$ cat config.mk
export PLATFORM = sky130hd
export DESIGN_NAME = dlc_cell
export DESIGN_NICKNAME = d
export VERILOG_FILES = /design/src/rtl/deque_list_with_cursor_defines.svh /design/src/rtl/dlc_pkg.sv /design/src/rtl/dlc_cell.sv
export SDC_FILE = /design/constraint.sdc
export NUM_CORES = 1
export LEC_CHECK = 0
export BUFFER_PORTS_ARGS = -buffer_cell sky130_fd_sc_hd__buf_2
export CAP_MARGIN = 20
export CORE_ASPECT_RATIO = 0.5
export CORE_MARGIN = 4
export CORE_UTILIZATION = 24
export CTS_CLUSTER_SIZE = 25
export DETAILED_ROUTE_END_ITERATION = 8
export HOLD_SLACK_MARGIN = 0.03
export PLACE_DENSITY_LB_ADDON = 0.08
export SLEW_MARGIN = 20
export SYNTH_ARGS = -nofsm -noshare
export SYNTH_HDL_FRONTEND = slang
export SYNTH_SLANG_ARGS = --single-unit
$ cat constraint.sdc
create_clock -name clk_i -period 4.3 [get_ports clk_i]
set_input_delay 0.86 -clock clk_i [delete_from_list [all_inputs] [get_ports clk_i]]
set_output_delay 0.86 -clock clk_i [all_outputs]
set_load 0.005 [all_outputs]
$ cat src/rtl/deque_list_with_cursor_defines.svh
// Assertion macros for the deque list with cursor
`ifndef DEQUE_LIST_WITH_CURSOR_DEFINES_SVH
`define DEQUE_LIST_WITH_CURSOR_DEFINES_SVH

`ifndef SYNTH
`define DLC_ASSERT(lbl, prop, msg) \
  lbl: assert property (@(posedge clk_i) disable iff (!rst_ni) prop) else $error(msg);
`define DLC_ASSERT_RST(lbl, prop, msg) \
  lbl: assert property (@(posedge clk_i) prop) else $error(msg);
`else
`define DLC_ASSERT(lbl, prop, msg)
`define DLC_ASSERT_RST(lbl, prop, msg)
`endif

`endif

$ cat src/rtl/dlc_pkg.sv
// Shared types and constants for the deque list with cursor
package dlc_pkg;

  localparam int unsigned DEPTH_DEF   = 64;
  localparam int unsigned VALUE_W_DEF = 64;
  localparam int unsigned OPCODE_W    = 4;
  localparam int unsigned ITEM_W      = 64;
  localparam int unsigned COUNT_OUT_W = 7;

  typedef enum logic [OPCODE_W-1:0] {
    OP_ADD_TAIL     = 4'd0,
    OP_ADD_HEAD     = 4'd1,
    OP_REMOVE_VALUE = 4'd2,
    OP_REMOVE_HEAD  = 4'd3,
    OP_REMOVE_TAIL  = 4'd4,
    OP_FIRST        = 4'd5,
    OP_NEXT         = 4'd6,
    OP_CONTAINS     = 4'd7,
    OP_CLEAR        = 4'd8
  } opc_e;

  typedef enum logic {
    S_IDLE,
    S_EXEC
  } st_e;

  typedef struct packed {
    logic [OPCODE_W-1:0] opcode;
    logic [ITEM_W-1:0]   item_value;
  } dlc_in_t;

  typedef struct packed {
    logic                   ok;
    logic [ITEM_W-1:0]      result_value;
    logic [COUNT_OUT_W-1:0] entry_count;
    logic                   is_empty;
  } dlc_out_t;

  typedef struct packed {
    logic push;
    logic append;
    logic remove;
  } dlc_cmd_t;

endpackage

$ cat src/rtl/dlc_cell.sv
// One list cell: holds an entry, compares it with the key and shifts with its neighbours
module dlc_cell #(
  parameter int unsigned VALUE_WIDTH = dlc_pkg::VALUE_W_DEF,
  parameter int unsigned CNT_W       = 7,
  parameter int unsigned CUR_W       = 7,
  parameter int unsigned INDEX       = 0
) (
  input  logic                   clk_i,
  input  dlc_pkg::dlc_cmd_t      cmd_i,
  input  logic                   cap_i,
  input  logic [VALUE_WIDTH-1:0] key_i,
  input  logic [VALUE_WIDTH-1:0] operand_i,
  input  logic [VALUE_WIDTH-1:0] left_i,
  input  logic [VALUE_WIDTH-1:0] right_i,
  input  logic                   del_i,
  input  logic [CNT_W-1:0]       count_i,
  input  logic [CUR_W-1:0]       rd_idx_i,
  output logic [VALUE_WIDTH-1:0] value_o,
  output logic                   hit_o,
  output logic [VALUE_WIDTH-1:0] rd_o
);
  import dlc_pkg::*;

  logic [VALUE_WIDTH-1:0] value_q, value_d;
  logic                   hit_q, hit_d;

  always_comb begin
    value_d = value_q;
    if (cmd_i.push) begin
      value_d = left_i;
    end else if (cmd_i.append && (count_i == CNT_W'(INDEX))) begin
      value_d = operand_i;
    end else if (cmd_i.remove && del_i) begin
      value_d = right_i;
    end
  end

  always_comb begin
    hit_d = hit_q;
    if (cap_i) begin
      hit_d = (CNT_W'(INDEX) < count_i) && (value_q == key_i);
    end
  end

  always_ff @(posedge clk_i) begin
    value_q <= value_d;
    hit_q   <= hit_d;
  end

  assign value_o = value_q;
  assign hit_o   = hit_q;
  assign rd_o    = (rd_idx_i == CUR_W'(INDEX)) ? value_q : '0;

endmodule

==> metrics list <==
- Status: finished clean
* Post-CTS setup buffer count: 0
* Worst path arrival time: 2.34 ns
* Switching Share: 0.271
- H-tree depth: 3
* Number of instances in the synthesized netlist: 442
* Multi-input gate area: 0.00238 sq mm
- The final route contains 4640 vias.
- Period Utilization, post-route: 0.744
* Logic pwr share: 0.214
- After clock tree synthesis, the clock-pin slew on the worst setup and hold paths is about 0.050 ns.
* Overall die height: 104 um
* Part of the power in the clock network: 0.373
- The number of nets handed over by synthesis was just over 700.
* Startpoint-to-endpoint class of the critical path: in -> out
- Count of maximum capacitance violations: 0
* Drt pass-1 iters: 4
- The layout has 1874 filler cells.
* Final sum of negative setup slack: 0 ns
- # rows: 34
- Max Freq: 313 MHz
* Number of DRC markers after the initial detailed-route iteration: 211
- Share of Yosys cell area claimed by the top area cell type: 0.438
- Post-DP HPWL: around 18000 um
- Io pins: about 410
- Cell class contributing the biggest share of worst-path delay: simple AND/OR/NAND/NOR gates
- The repair_antennas step left the layout with diodes totalling 0.
* Final weighted congestion in routability-driven placement: about 0.77
- Post-synthesis sequential element count: 65
* Kind of start point of the critical path: input pin
- In this run the static leakage power is about 3.8 nW.
* Total of endpoints with negative setup slack in the final report: 0
* RSZ-0062 raised after global routing: no
- The later pin in the worst-skew pair is clocked with a latency of around 0.33 ns.
- Sequential cell area fraction in the yosys report: 0.438
- Max VDD drop: 0.000202 V
- Required time of the critical path: 3.44 ns
- Cell internal power was estimated by the tool at 0.00153 W.
- In this design, the critical path's most frequently occurring cell is buf_2.
- Once layout is complete, the cells apart from fillers number 1076.
* Die ar.: 0.0210 sq mm
* Synth Warn #: 0
* Average cell area after synthesis: 10.1 sq um
- In this design, the stage delay of the slowest critical-path cell is 0.57 ns.
- On the final layout, the worst clock skew is 0.00775 ns.
- Placed cells: 1060
* Total overflow reported by the global router: 0
* Critical Path, Cell by Cell: buf_2 -> or4_1 -> nor4_4 -> buf_4 -> and2_1 -> buf_2
* Remaining antenna violation count after routing: 0
* IO buf count: 404
* Standard cell core area: between 0.015 and 0.02 sq mm
- The routed design could run at a clock period as short as 3.20 ns.
* Detail-routed net length per standard cell: 19.3 um
* Layout cells sized above 1: 0.508
* Slowest stage cell on the critical path: or4_1
- Wire length of the first global-routing pass: 30100 um
* Rel. slew slack: 0.592
- Fraction of power consumed by sequential logic: 0.413
- In the global route stage, overall resource usage came out at 0.190.
- Counting along the longest clock path gives a buffer depth of 2.
- Top cells by area, synth: edfxtp_1 44%, mux2i_1 14%, xnor2_1 13%
* Commonest cells after routing, fill and taps aside: 403 x buf_2, 65 x nand2_1, 65 x edfxtp_1
* Signed area change from the synthesized netlist to the final layout: 57.7%
- Initial antenna violation count: 3
* TritonCTS clock tree: yes
* Flip-flop and latch area: 0.00195 sq mm
- Pin count of the biggest net entering global routing: 79
- Psw: 0.000570 W
- Cts bufs inserted: 9
* Peak fanout along the critical path: 32
- Dominant cell type by area after synthesis: edfxtp_1
- Most common cell after layout, fill and taps aside: buf_2
- Via count of the first global-routing pass: 4818
* Total Nets Final: approximately 1100
- Starting Density: 0.251
- Type of the most critical hold path: in -> reg
* Final count of pins violating max slew: 0
* Combined buffer and inverter count along the critical path: 3
- At the pin with the least slew margin, the transition time is ~0.61 ns.
- Hold buffer count at cts: 0
* Die Width: 201 um
- The synthesized netlist occupies a cell area of 0.00446 sq mm.
* Pwr per Cell Area: 299 mW/mm^2
- Element type at the critical path end: primary output
- Gates resized during post-CTS repair numbered 0.
- In the routed layout, each cell is associated on average with a via count of between 4 and 5.
- Number of failing hold endpoints at the final stage: 0
- After detailed routing, the total wire length is between 20000 and 25000 um.
- Final routed DRC violation total: 0
- Number of clock sinks: 65
- Cell at the root of the clock tree: clkbuf_16
- Yosys cell types: 18
## logic make-up (layout without fill, tap and decap cells)
kind of cell	count (synthesis)	count (layout)	synth area share
XOR/XNOR	64	64	0.126
buffers and inverters	27	427	0.0331
flip-flops	65	65	0.438
AND/OR/NAND/NOR	157	157	0.187
multiplexers	64	64	0.144
AO/OA/AOI/OAI	65	65	0.0729
## flip-flops by register name, indices dropped and copies added, names as in the netlist
register  count
value_o      64
hit_o         1
## final cells by class
cell class	count	area share
well taps	234	0.0416
clock inverters	5	0.0114
multi-input cells	350	0.338
flip-flops and latches	65	0.277
repair buffers	411	0.299
clock buffers	11	0.0331
## power by group through the flow
stage	Sequential (W)	Combinational, W	Clock, W
floorplan	0.000863	0.000169	0
global placement	0.000884	0.000455	0
finish	0.000868	0.000450	0.000785
CTS	0.000872	0.000460	0.000810
global route	0.000881	0.000497	0.000836
detailed placement	0.000885	0.000458	0
## through the flow
step / setup WS [ns] / area, sq um / utilization / hold WS [ns] / power (W)
CTS: 1.10 / 7040 / 0.396 / 0.715 / 0.00214
finish: 1.10 / 7040 / 0.396 / 0.731 / 0.00210
global route: 0.984 / 7040 / 0.396 / 0.712 / 0.00221
global placement: 1.16 / 6720 / 0.378 / 0.791 / 0.00134
detailed placement: 1.11 / 6720 / 0.378 / 0.797 / 0.00134
floorplan: 0.514 / 4460 / - / 0.709 / 0.00103
## per-layer routing
| layer | vias to the layer above | wire (um) | track usage |
|---|---|---|---|
| li1 | 2339 | - | - |
| met1 | 2095 | 9290 | 0.248 |
| met2 | 186 | 10100 | 0.324 |
| met3 | 18 | 1160 | 0.0480 |
| met4 | 2 | 221 | 0.0329 |
| met5 | - | 13 | 0 |
## synth_stat cells, drive strengths merged
master  number
nand2       67
or4          2
nor3         1
xnor2       64
buf          7
nor4         6
nand3        2
and2        64
edfxtp      65
clkbuf      20
mux2i       64
o21ai       64
a21oi        1
nand4       15
## final timing paths
check              startpoint        to  slack, ns  depth (start not counted)
hold reg to reg   value_o[38]     hit_o       0.79                          3
setup reg to reg  value_o[52]     hit_o       2.04                          5
hold / removal          cap_i     hit_o       0.73                          1
setup / recovery  rd_idx_i[2]  rd_o[36]       1.10                          6
Power figures use the tool's default switching activity.
